File: src/sv/imuoc_pkg.sv
// Shared types, constants and helper functions of the IMU offset calibration filter.
package imuoc_pkg;

   localparam int WINDOW_LEN_DEF  = 8;
   localparam int CAL_SAMPLES_DEF = 512;

   localparam int SAMPLE_W    = 16;
   localparam int AXES        = 6;
   localparam int GROUP_AXES  = 3;
   localparam int GROUPS      = 2;
   localparam int OUT_W       = 19;
   localparam int ONE_G       = 4096;
   localparam int GYRO_GAIN   = 1000;
   localparam int GYRO_GAIN_W = 11;
   localparam int GYRO_SHIFT  = 7;
   localparam int GYRO_LIMIT  = 256000;

   localparam int IN_DATA_W  = ((AXES * SAMPLE_W + 7) / 8) * 8;
   localparam int OUT_DATA_W = ((AXES * OUT_W + 7) / 8) * 8;

   localparam int GRP_ACC  = 0;
   localparam int GRP_GYRO = 1;

   typedef logic [SAMPLE_W-1:0] sample_type;
   typedef sample_type [GROUP_AXES-1:0] triple_type;
   typedef sample_type [AXES-1:0] axes_type;

   typedef struct packed {
      logic busy;
      logic done;
   } cal_stat_type;

   typedef struct packed {
      logic load_a;
      logic load_b;
   } div_en_type;

   function automatic sample_type sat16(input logic signed [31:0] v);
      sample_type r;
      if (v > 32'sd32767) begin
         r = 16'h7FFF;
      end else if (v < -32'sd32768) begin
         r = 16'h8000;
      end else begin
         r = v[SAMPLE_W-1:0];
      end
      return r;
   endfunction

endpackage

File: src/sv/imu_offset_cal_moving_average.sv
// Top level of the IMU offset calibration and moving-average filter.
// Stages in order: raw, divide A/B, correct, sum, gyro product, gyro divide A/B, out.
// Throughput: one sample per clock cycle while results are taken; each pipeline stage
// moves on when the next has room, so a stall does not hold back stages with gaps.
// Reset is synchronous and clears calibration state, offsets, window taps and sums
// and all stage valids; there is no clearing pass.
module imu_offset_cal_moving_average #(
   parameter int WINDOW_LEN  = imuoc_pkg::WINDOW_LEN_DEF,
   parameter int CAL_SAMPLES = imuoc_pkg::CAL_SAMPLES_DEF
) (
   input  logic                             clock,
   input  logic                             reset,
   input  logic                             req_tvalid,
   output logic                             req_tready,
   // raw_acc_x, raw_acc_y, raw_acc_z, raw_gyro_x, raw_gyro_y, raw_gyro_z
   input  logic [imuoc_pkg::IN_DATA_W-1:0]  req_tdata,
   // start_acc_cal, start_gyro_cal
   input  logic [imuoc_pkg::GROUPS-1:0]     req_tuser,
   output logic                             rsp_tvalid,
   input  logic                             rsp_tready,
   // acc_x_sum, acc_y_sum, acc_z_sum, gyro_x_rate, gyro_y_rate, gyro_z_rate, zero fill
   output logic [imuoc_pkg::OUT_DATA_W-1:0] rsp_tdata,
   // acc_cal_busy, gyro_cal_busy
   output logic [imuoc_pkg::GROUPS-1:0]     rsp_tuser
);
   import imuoc_pkg::*;

   localparam int ST_RAW   = 0;
   localparam int ST_DIVA  = 1;
   localparam int ST_DIVB  = 2;
   localparam int ST_CORR  = 3;
   localparam int ST_SUM   = 4;
   localparam int ST_GPROD = 5;
   localparam int ST_GDIVA = 6;
   localparam int ST_GDIVB = 7;
   localparam int ST_OUT   = 8;
   localparam int NSTAGE   = ST_OUT + 1;

   localparam int ACC_W  = SAMPLE_W + 1 + $clog2(CAL_SAMPLES);
   localparam int SUM_W  = SAMPLE_W + $clog2(WINDOW_LEN);
   localparam int PROD_W = SUM_W + GYRO_GAIN_W;
   localparam int GDIV_W = PROD_W - GYRO_SHIFT;

   logic [NSTAGE-1:0] v_ff, v_in;
   logic [NSTAGE-1:0] can_load;
   logic              enter_raw, enter_corr, enter_sum;

   axes_type                          in_axes;
   cal_stat_type [GROUPS-1:0]         cal_stat;
   logic [AXES-1:0][ACC_W-1:0]        cal_sum;
   logic [AXES-1:0][ACC_W-1:0]        cal_sum_ff;
   logic [AXES-1:0][ACC_W-1:0]        cal_q;
   div_en_type                        cal_en, gyro_en;

   axes_type                          raw_ff [ST_DIVB+1];
   logic [GROUPS-1:0]                 busy_ff [NSTAGE];
   logic [GROUPS-1:0]                 done_ff [ST_DIVB+1];

   axes_type                          off_use;
   axes_type                          corr_in, corr_ff;
   axes_type                          offset_ff, offset_in;
   axes_type                          taps [WINDOW_LEN];

   logic [AXES-1:0][SUM_W-1:0]        sum_ff, sum_in;
   logic [GROUP_AXES-1:0][SUM_W-1:0]  accsum_ff [ST_GPROD:ST_GDIVB];
   logic [GROUP_AXES-1:0][PROD_W-1:0] gprod_ff, gprod_in;
   logic [GROUP_AXES-1:0][GDIV_W-1:0] gdiv_x, gdiv_q;
   logic [AXES-1:0][OUT_W-1:0]        out_ff, out_in;

   // Stage handshake: a stage loads when it is empty or its content moves on.
   always_comb begin
      can_load[ST_OUT] = ~v_ff[ST_OUT] | rsp_tready;
      for (int k = ST_OUT - 1; k >= 0; k--) begin
         can_load[k] = ~v_ff[k] | can_load[k+1];
      end
      v_in[ST_RAW] = can_load[ST_RAW] ? req_tvalid : v_ff[ST_RAW];
      for (int k = 1; k < NSTAGE; k++) begin
         v_in[k] = can_load[k] ? v_ff[k-1] : v_ff[k];
      end
   end

   assign enter_raw  = can_load[ST_RAW] & req_tvalid;
   assign enter_corr = can_load[ST_CORR] & v_ff[ST_DIVB];
   assign enter_sum  = can_load[ST_SUM] & v_ff[ST_CORR];

   always_ff @(posedge clock) begin
      if (reset) begin
         v_ff <= '0;
      end else begin
         v_ff <= v_in;
      end
   end

   assign req_tready = can_load[ST_RAW];
   assign rsp_tvalid = v_ff[ST_OUT];
   assign in_axes    = req_tdata[AXES*SAMPLE_W-1:0];

   imuoc_cal #(
      .CAL_SAMPLES (CAL_SAMPLES),
      .SUB_ONE_G   (1'b1),
      .ACC_W       (ACC_W)
   ) u_cal_acc (
      .clock   (clock),
      .reset   (reset),
      .accept  (enter_raw),
      .start   (req_tuser[GRP_ACC]),
      .sample  (in_axes[GROUP_AXES-1:0]),
      .stat    (cal_stat[GRP_ACC]),
      .sum_out (cal_sum[GROUP_AXES-1:0])
   );

   imuoc_cal #(
      .CAL_SAMPLES (CAL_SAMPLES),
      .SUB_ONE_G   (1'b0),
      .ACC_W       (ACC_W)
   ) u_cal_gyro (
      .clock   (clock),
      .reset   (reset),
      .accept  (enter_raw),
      .start   (req_tuser[GRP_GYRO]),
      .sample  (in_axes[AXES-1:GROUP_AXES]),
      .stat    (cal_stat[GRP_GYRO]),
      .sum_out (cal_sum[AXES-1:GROUP_AXES])
   );

   assign cal_en.load_a  = can_load[ST_DIVA];
   assign cal_en.load_b  = can_load[ST_DIVB];
   assign gyro_en.load_a = can_load[ST_GDIVA];
   assign gyro_en.load_b = can_load[ST_GDIVB];

   for (genvar i = 0; i < AXES; i++) begin : g_cal_div
      imuoc_divc #(
         .IN_W    (ACC_W),
         .DIVISOR (CAL_SAMPLES)
      ) u_div (
         .clock (clock),
         .en    (cal_en),
         .x     (cal_sum_ff[i]),
         .q     (cal_q[i])
      );
   end

   // Offsets of a calibration that ends with this sample already apply to it.
   always_comb begin
      offset_in = offset_ff;
      for (int i = 0; i < AXES; i++) begin
         off_use[i] = done_ff[ST_DIVB][(i < GROUP_AXES) ? GRP_ACC : GRP_GYRO]
                    ? sat16(32'($signed(cal_q[i]))) : offset_ff[i];
         corr_in[i] = sat16(32'($signed(raw_ff[ST_DIVB][i])) - 32'($signed(off_use[i])));
      end
      if (enter_corr) begin
         offset_in = off_use;
      end
   end

   for (genvar c = 0; c < WINDOW_LEN; c++) begin : g_cell
      if (c == 0) begin : g_head
         imuoc_cell u_cell (
            .clock (clock),
            .reset (reset),
            .shift (enter_sum),
            .din   (corr_ff),
            .dout  (taps[c])
         );
      end else begin : g_tail
         imuoc_cell u_cell (
            .clock (clock),
            .reset (reset),
            .shift (enter_sum),
            .din   (taps[c-1]),
            .dout  (taps[c])
         );
      end
   end

   always_comb begin
      sum_in = sum_ff;
      if (enter_sum) begin
         for (int i = 0; i < AXES; i++) begin
            sum_in[i] = $signed(sum_ff[i]) + SUM_W'($signed(corr_ff[i]))
                      - SUM_W'($signed(taps[WINDOW_LEN-1][i]));
         end
      end
      for (int j = 0; j < GROUP_AXES; j++) begin
         gprod_in[j] = PROD_W'($signed(sum_ff[GROUP_AXES+j])) * PROD_W'(GYRO_GAIN);
         gdiv_x[j]   = GDIV_W'($signed(gprod_ff[j]) >>> GYRO_SHIFT);
      end
   end

   always_ff @(posedge clock) begin
      if (reset) begin
         offset_ff <= '0;
         sum_ff    <= '0;
      end else begin
         offset_ff <= offset_in;
         sum_ff    <= sum_in;
      end
   end

   for (genvar j = 0; j < GROUP_AXES; j++) begin : g_gyro_div
      imuoc_divc #(
         .IN_W    (GDIV_W),
         .DIVISOR (WINDOW_LEN)
      ) u_div (
         .clock (clock),
         .en    (gyro_en),
         .x     (gdiv_x[j]),
         .q     (gdiv_q[j])
      );
   end

   always_comb begin
      for (int i = 0; i < GROUP_AXES; i++) begin
         out_in[i]              = OUT_W'($signed(accsum_ff[ST_GDIVB][i]));
         out_in[GROUP_AXES + i] = OUT_W'($signed(gdiv_q[i]));
      end
   end

   always_ff @(posedge clock) begin
      if (can_load[ST_RAW]) begin
         raw_ff[ST_RAW]  <= in_axes;
         cal_sum_ff      <= cal_sum;
         busy_ff[ST_RAW] <= {cal_stat[GRP_GYRO].busy, cal_stat[GRP_ACC].busy};
         done_ff[ST_RAW] <= {cal_stat[GRP_GYRO].done, cal_stat[GRP_ACC].done};
      end
      for (int k = ST_DIVA; k <= ST_DIVB; k++) begin
         if (can_load[k]) begin
            raw_ff[k]  <= raw_ff[k-1];
            done_ff[k] <= done_ff[k-1];
         end
      end
      for (int k = ST_DIVA; k < NSTAGE; k++) begin
         if (can_load[k]) begin
            busy_ff[k] <= busy_ff[k-1];
         end
      end
      if (can_load[ST_CORR]) begin
         corr_ff <= corr_in;
      end
      if (can_load[ST_GPROD]) begin
         accsum_ff[ST_GPROD] <= sum_ff[GROUP_AXES-1:0];
         gprod_ff            <= gprod_in;
      end
      for (int k = ST_GDIVA; k <= ST_GDIVB; k++) begin
         if (can_load[k]) begin
            accsum_ff[k] <= accsum_ff[k-1];
         end
      end
      if (can_load[ST_OUT]) begin
         out_ff <= out_in;
      end
   end

   always_comb begin
      rsp_tdata = '0;
      for (int i = 0; i < AXES; i++) begin
         rsp_tdata[i*OUT_W +: OUT_W] = out_ff[i];
      end
   end

   assign rsp_tuser = busy_ff[ST_OUT];

   a_ready_when_drained: assert property (@(posedge clock) disable iff (reset)
      !rsp_tvalid |-> req_tready)
      else $error("input not ready although the result register is empty");

   a_done_not_busy: assert property (@(posedge clock) disable iff (reset)
      v_ff[ST_RAW] |-> ((busy_ff[ST_RAW] & done_ff[ST_RAW]) == '0))
      else $error("calibration reported busy on its final sample");

   a_gyro_range: assert property (@(posedge clock) disable iff (reset)
      rsp_tvalid |->
         ($signed(out_ff[GROUP_AXES]) <= GYRO_LIMIT)
         && ($signed(out_ff[GROUP_AXES]) >= -GYRO_LIMIT)
         && ($signed(out_ff[GROUP_AXES+1]) <= GYRO_LIMIT)
         && ($signed(out_ff[GROUP_AXES+1]) >= -GYRO_LIMIT)
         && ($signed(out_ff[GROUP_AXES+2]) <= GYRO_LIMIT)
         && ($signed(out_ff[GROUP_AXES+2]) >= -GYRO_LIMIT))
      else $error("gyro rate outside its possible range");

endmodule

File: src/sv/imuoc_cell.sv
// One tap of the moving-average window: holds the corrected sample of all six axes.
module imuoc_cell (
   input  logic                clock,
   input  logic                reset,
   input  logic                shift,
   input  imuoc_pkg::axes_type din,
   output imuoc_pkg::axes_type dout
);
   import imuoc_pkg::*;

   axes_type tap_ff;
   axes_type tap_in;

   always_comb begin
      tap_in = shift ? din : tap_ff;
   end

   always_ff @(posedge clock) begin
      if (reset) begin
         tap_ff <= '0;
      end else begin
         tap_ff <= tap_in;
      end
   end

   assign dout = tap_ff;

endmodule

File: src/sv/imuoc_cal.sv
// Offset calibration collector for one three-axis sensor group.
module imuoc_cal #(
   parameter int CAL_SAMPLES = imuoc_pkg::CAL_SAMPLES_DEF,
   parameter bit SUB_ONE_G   = 1'b0,
   parameter int ACC_W       = imuoc_pkg::SAMPLE_W + 1 + $clog2(CAL_SAMPLES)
) (
   input  logic                                           clock,
   input  logic                                           reset,
   input  logic                                           accept,
   input  logic                                           start,
   input  imuoc_pkg::triple_type                          sample,
   output imuoc_pkg::cal_stat_type                        stat,
   output logic [imuoc_pkg::GROUP_AXES-1:0][ACC_W-1:0]    sum_out
);
   import imuoc_pkg::*;

   localparam int CNT_W = $clog2(CAL_SAMPLES);
   localparam logic [CNT_W-1:0] LAST_CNT = CNT_W'(CAL_SAMPLES - 1);

   logic                                active_ff, active_in;
   logic [CNT_W-1:0]                    count_ff, count_in;
   logic [GROUP_AXES-1:0][ACC_W-1:0]    acc_ff, acc_in;
   logic [GROUP_AXES-1:0][ACC_W-1:0]    acc_new;
   logic                                run;
   logic                                done;

   always_comb begin
      logic signed [ACC_W-1:0] base;
      logic signed [ACC_W-1:0] ext;
      run  = active_ff | start;
      done = active_ff & (count_ff == LAST_CNT);
      for (int i = 0; i < GROUP_AXES; i++) begin
         base = active_ff ? $signed(acc_ff[i]) : '0;
         ext  = ACC_W'($signed(sample[i]));
         if (SUB_ONE_G && (i == GROUP_AXES - 1)) begin
            ext = ext - ACC_W'(ONE_G);
         end
         acc_new[i] = base + ext;
      end

      active_in = active_ff;
      count_in  = count_ff;
      acc_in    = acc_ff;
      if (accept) begin
         if (done) begin
            active_in = 1'b0;
            count_in  = '0;
            acc_in    = '0;
         end else if (run) begin
            active_in = 1'b1;
            count_in  = CNT_W'((active_ff ? count_ff : '0) + 1'b1);
            acc_in    = acc_new;
         end
      end
   end

   always_ff @(posedge clock) begin
      if (reset) begin
         active_ff <= 1'b0;
         count_ff  <= '0;
         acc_ff    <= '0;
      end else begin
         active_ff <= active_in;
         count_ff  <= count_in;
         acc_ff    <= acc_in;
      end
   end

   assign stat.busy = run & ~done;
   assign stat.done = done;
   assign sum_out   = acc_new;

endmodule

File: src/sv/imuoc_divc.sv
// Two-stage floor division of a signed value by a constant, using a reciprocal multiply.
module imuoc_divc #(
   parameter int IN_W    = 24,
   parameter int DIVISOR = 8
) (
   input  logic                  clock,
   input  imuoc_pkg::div_en_type en,
   input  logic [IN_W-1:0]       x,
   output logic [IN_W-1:0]       q
);
   import imuoc_pkg::*;

   localparam int N  = IN_W - 1;
   localparam int L  = $clog2(DIVISOR);
   localparam int S  = N + L;
   localparam int MW = N + 2;
   localparam int PW = N + MW;
   localparam logic [63:0] MAGIC_FULL = ((64'd1 << S) / 64'(DIVISOR)) + 64'd1;
   localparam logic [MW-1:0] MAGIC = MAGIC_FULL[MW-1:0];

   logic          neg_a_ff, neg_b_ff;
   logic [N-1:0]  mag_a_ff, mag_in;
   logic [PW-1:0] prod_b_ff, prod_in;
   logic [PW-1:0] prod_shift;

   always_comb begin
      mag_in  = x[N] ? ~x[N-1:0] : x[N-1:0];
      prod_in = PW'(mag_a_ff) * PW'(MAGIC);
   end

   always_ff @(posedge clock) begin
      if (en.load_a) begin
         neg_a_ff <= x[N];
         mag_a_ff <= mag_in;
      end
      if (en.load_b) begin
         neg_b_ff  <= neg_a_ff;
         prod_b_ff <= prod_in;
      end
   end

   assign prod_shift = prod_b_ff >> S;
   assign q = neg_b_ff ? ~{1'b0, prod_shift[N-1:0]} : {1'b0, prod_shift[N-1:0]};

endmodule
File: config.mk
export PLATFORM = sky130hd
export DESIGN_NAME = imu_offset_cal_moving_average
export DESIGN_NICKNAME = d
export VERILOG_FILES = /design/src/sv/imuoc_pkg.sv /design/src/sv/imu_offset_cal_moving_average.sv /design/src/sv/imuoc_cell.sv /design/src/sv/imuoc_cal.sv /design/src/sv/imuoc_divc.sv
export SDC_FILE = /design/constraint.sdc
export NUM_CORES = 2
export LEC_CHECK = 0
export BUFFER_PORTS_ARGS = -buffer_cell sky130_fd_sc_hd__buf_2
export CAP_MARGIN = 40
export CELL_PAD_IN_SITES_DETAIL_PLACEMENT = 1
export CELL_PAD_IN_SITES_GLOBAL_PLACEMENT = 1
export CORE_ASPECT_RATIO = 0.7
export CORE_MARGIN = 2
export CORE_UTILIZATION = 51
export DETAILED_ROUTE_END_ITERATION = 7
export MAX_ROUTING_LAYER = met4
export PLACE_DENSITY = 0.84
export SYNTH_ARGS = -nofsm -noshare
export SYNTH_HDL_FRONTEND = slang
export SYNTH_SLANG_ARGS = --single-unit
export TNS_END_PERCENT = 1
File: constraint.sdc
create_clock -name clock -period 14.08 [get_ports clock]
set_input_delay 0.704 -clock clock [delete_from_list [all_inputs] [get_ports clock]]
set_output_delay 0.704 -clock clock [all_outputs]
set_load 0.01 [all_outputs]
==> Implementation_results.wiki <==
{| class="wikitable"
! Metric !! Value
|-
| Final layout net count || about 12,000
|-
| Count of nets left with antenna violations after detail routing || 0
|-
| WS Path Type || reg -> reg
|-
| Maximum number of pins on one net before global-route repair || roughly 220
|-
| Internal Pwr Total || approximately 0.012 W
|-
| Port buffer count || about 220
|-
| Mean instance size in the synthesized netlist || a little over 10 sq um
|-
| Seq/Total Area, Yosys || a little over half
|-
| Clock transition at path regs || 60 ps
|-
| Share of final-layout standard cells stronger than drive strength 1 || ~7.4%
|-
| Final Slew Violations || 0
|-
| Total standard cell area after synthesis || roughly 110,000 sq um
|-
| YS warnings || 0
|-
| Core Footprint || 216,500 sq um
|-
| CTS tree || built
|-
| Status || completed
|-
| Per-cell via count in the routed design || 5.566
|-
| Cells traversed along the worst timing path || buf_8 > or4b_2 > mux2i_1 > a41oi_2 > nor2_1 > o211ai_1 > o21ai_0 > ha_1 > a21o_1 > a31oi_1 > maj3_1 > a211oi_1 > o22ai_1 > maj3_2 > o21ai_2 > o221a_2 > o21ai_0 > a41oi_2 > nor2_1 > o21ai_0
|-
| Post-CTS setup repair buffer count || 0
|-
| Overall routed net length || 285,000 um
|-
| Combinational Power Share || between 10% and 20%
|-
| Capturing element type of the critical path || flop
|-
| Period Utilization, post-route || about 50%
|-
| Worst hold path stage count || 1
|-
| Count of clock tree sinks || 2,342
|-
| Crit-path slowest cell || nor2_1
|-
| Filler instances || roughly 23,000
|-
| Overall via count from detail_route || 77,120
|-
| Worst VDD drop || about 110 uV
|-
| Max Clock Skew || ~57 ps
|-
| Data required time of the critical path || 14,650 ps
|-
| Chip width || ~560 um
|-
| Pin slew with the least headroom to its limit || about 980 ps
|-
| Flops & latches, synth || 2,342
|-
| Final Critical Period || 7077 ps
|-
| Overflow after GRT || 0
|-
| Gr usage total || 26.22%
|-
| Dominant combinational cell family by area after synthesis || simple AND/OR/NAND/NOR gates
|-
| Most repeated library cell on the critical path || o21ai_0
|-
| Hold/Removal Path Class || in -> reg
|-
| Clock Latency Late Sink || a little under 900 ps
|-
| Iter 0 DRT Violations || around 5,600
|-
| Die area || between 200,000 and 250,000 sq um
|-
| Half-perimeter wire length after placement || approximately 200,000 um
|-
| Top library cells by usage in the layout, fill and taps aside || 1,940 x nand2_1, 1,278 x a21oi_1, 1,179 x edfxtp_1
|-
| Final weighted congestion in routability-driven placement || 0.8908
|-
| # DRC || 0
|-
| Worst slew margin || between 30% and 40%
|-
| Share of synthesized area spent on multiplexers || less than 1%
|-
| Critical path peak fanout || 18
|-
| Most used flip-flop cell after synthesis || edfxtp_1
|-
| Number of H-tree branching levels || 4
|-
| Maximum clock frequency || roughly 0.14 GHz
|-
| Post-Synth Adder-Cell Area || 12.51%
|-
| Worst r2r path cells || 20
|-
| Vias in the first global route || 81,310
|-
| Switching part of the total || approximately a quarter
|-
| Most frequent standard cell in the layout excluding fill and tap cells || nand2_1
|-
| P&R area growth vs syn || 10.85%
|-
| Arrival time worst endpoint || ~7700 ps
|-
| Count of flip-flops with a built-in enable after synthesis || 1,179
|-
| Number of placement rows || 143
|-
| Total net switching power || around 0.0043 W
|-
| Post-layout total power || 0.01648 W
|-
| Share of the synthesized netlist area taken by xor and xnor gates || between 5 and 6%
|-
| Final Hold Violating Endpoints || 0
|-
| Power density of the placed cells || 134.1 nW/um^2
|-
| Reported leakage power || approximately 50 nW
|-
| Resize count post-CTS || 0
|-
| Number of cells in the design after placement || approximately 13,000
|-
| Drt pass-1 iters || 5
|-
| Initial core utilization || between 50 and 60%
|-
| Critical path's largest stage delay || ~720 ps
|-
| Relative contribution of the clock network to total power || between 30 and 40%
|-
| Maximum buffer depth of the clock tree || 4
|-
| Synthesized netlist cell count || approximately 11,000
|-
| Power share of the sequential group || ~49%
|-
| WL/cell || 20.57 um
|-
| Async SR Flop Fraction || 0%
|-
| Initial antenna violation count || 11
|-
| Library cells used by synthesis || a little over 100
|-
| Max-cap check violation count || 0
|-
| Top Ports || roughly 230
|-
| Wire length of the first global-routing pass || roughly 450,000 um
|-
| Vertical extent of the die || about 400 um
|-
| Sum Neg Setup Slack || 0 ps
|-
| Unrepaired setup endpoints after global routing || no
|-
| Worst setup SP type || flop
|-
| Number of cells in the finished layout apart from fillers || roughly 14,000
|-
| Compound-cell area share of the yosys netlist || a little under an eighth
|-
| Buffer cell driving the clock tree root || clkbuf_16
|-
| Final setup violation count || 0
|-
| Fraction of the mapped netlist area in simple logic gates || 12.86%
|-
| CTS buffer count || between 200 and 250
|}
## power by group through the flow
stage          sequential, W  clock [W]  combinational (W)
2_1_floorplan        0.00796          0            0.00147
3_3_place_gp         0.00812          0            0.00184
3_5_place_dp         0.00815          0            0.00200
4_1_cts              0.00801    0.00654            0.00205
5_1_grt              0.00804    0.00680            0.00229
6_report             0.00800    0.00643            0.00205
## synthesized netlist by cell type (62+ instances only)
library cell,instances,area (sq um)
nor2_1,541,2031
nor3_1,112,560.5
xnor2_1,333,2917
nor2b_1,62,387.9
xor2_1,318,2785
edfxtp_1,1179,35400
clkbuf_1,457,1715
nand2_1,1945,7301
and2_1,184,1151
a21oi_1,1278,6396
fa_1,333,6666
inv_1,735,2759
o21ai_0,263,1316
a21o_1,95,713.2
a22oi_1,77,578.1
dfxtp_1,1163,23280
nand3_1,116,580.6
ha_1,561,7019
## path summary, 6_finish.rpt
check	startpoint	endpoint	slack, ps
max	g_cal_div[5].u_div.neg_b_ff	corr_ff[80]	7000
min	req_tdata[57]	raw_ff[0][57]	50
min reg2reg	g_cal_div[1].u_div.mag_a_ff[10]	g_cal_div[1].u_div.prod_b_ff[35]	400
max reg2reg	g_cal_div[5].u_div.neg_b_ff	corr_ff[80]	7000
## per-layer routing
metal  share of wire, %  global-route usage, %  wire length, um
met3                4.0                  2.737            11430
met4                2.3                  6.221             6626
met5                  0                      -                0
met1                 47                  36.46           134900
met2                 46                  41.42           132000
## kinds of logic after synthesis
logic type / count (synthesis)
AO/OA/AOI/OAI: 2223
XOR/XNOR: 651
adder cells (fa/ha/maj): 912
buffers and inverters: 1243
flip-flops: 2342
multiplexers: 41
other: 1
AND/OR/NAND/NOR: 3279
## what timing repair did
| action | CTS | global route |
|---|---|---|
| setup endpoints to repair | 0 | 0 |
| hold buffers | 22 | 0 |
| hold endpoints to repair | 22 | 0 |
## sequential cells by signal, indices dropped and copies added (netlist names), 18 cells and up
| name | cells |
|---|---|
| g_gyro_div.u_div.mag_a_ff | 57 |
| u_cal_acc.acc_ff | 78 |
| sum_ff | 114 |
| busy_ff | 18 |
| g_cal_div.u_div.mag_a_ff | 96 |
| u_cal_gyro.acc_ff | 78 |
| offset_ff | 96 |
| raw_ff | 288 |
| rsp_tdata | 114 |
| g_gyro_div.u_div.prod_b_ff | 57 |
| g_cal_div.u_div.prod_b_ff | 96 |
| cal_sum_ff | 102 |
| gdiv_x | 60 |
| corr_ff | 96 |
| g_cell.g_head.u_cell.dout | 96 |
| g_cell.g_tail.u_cell.dout | 672 |
| accsum_ff | 171 |
## worst max-delay path, delay by kind of cell (launching register included)
family	cells	cell delay, ps
AND/OR/NAND/NOR	3	1930
multiplexers	1	300
flip-flops	1	660
buffers and inverters	1	250
adder cells (fa/ha/maj)	3	860
AO/OA/AOI/OAI	12	2750
## metrics by stage
step	cell area (sq um)	util (%)	setup slack [ps]	hold WS, ps
after floorplan	110900	-	1191	400.3
after global placement	114300	52.79	7182	401.0
after detailed placement	114800	53.02	7103	405.2
after CTS	122800	56.73	7037	1.629
after global routing	122900	56.78	6363	19.22
final	122900	56.78	7003	47.55
## area by class of cell
type / instances / area, sq um / area share, %
Clock buffer: 285 / 6232 / 5.070
Timing Repair Buffer: 336 / 2452 / 1.995
Inverter: 736 / 2770 / 2.254
Antenna cell: 9 / 22.52 / 0.01832
Sequential cell: 2342 / 58690 / 47.75
Multi-Input combinational cell: 7112 / 47550 / 38.69
Tap cell: 2900 / 3628 / 2.952
Clock inverter: 135 / 1572 / 1.278
Note: power is estimated with default switching activity, not from simulation.
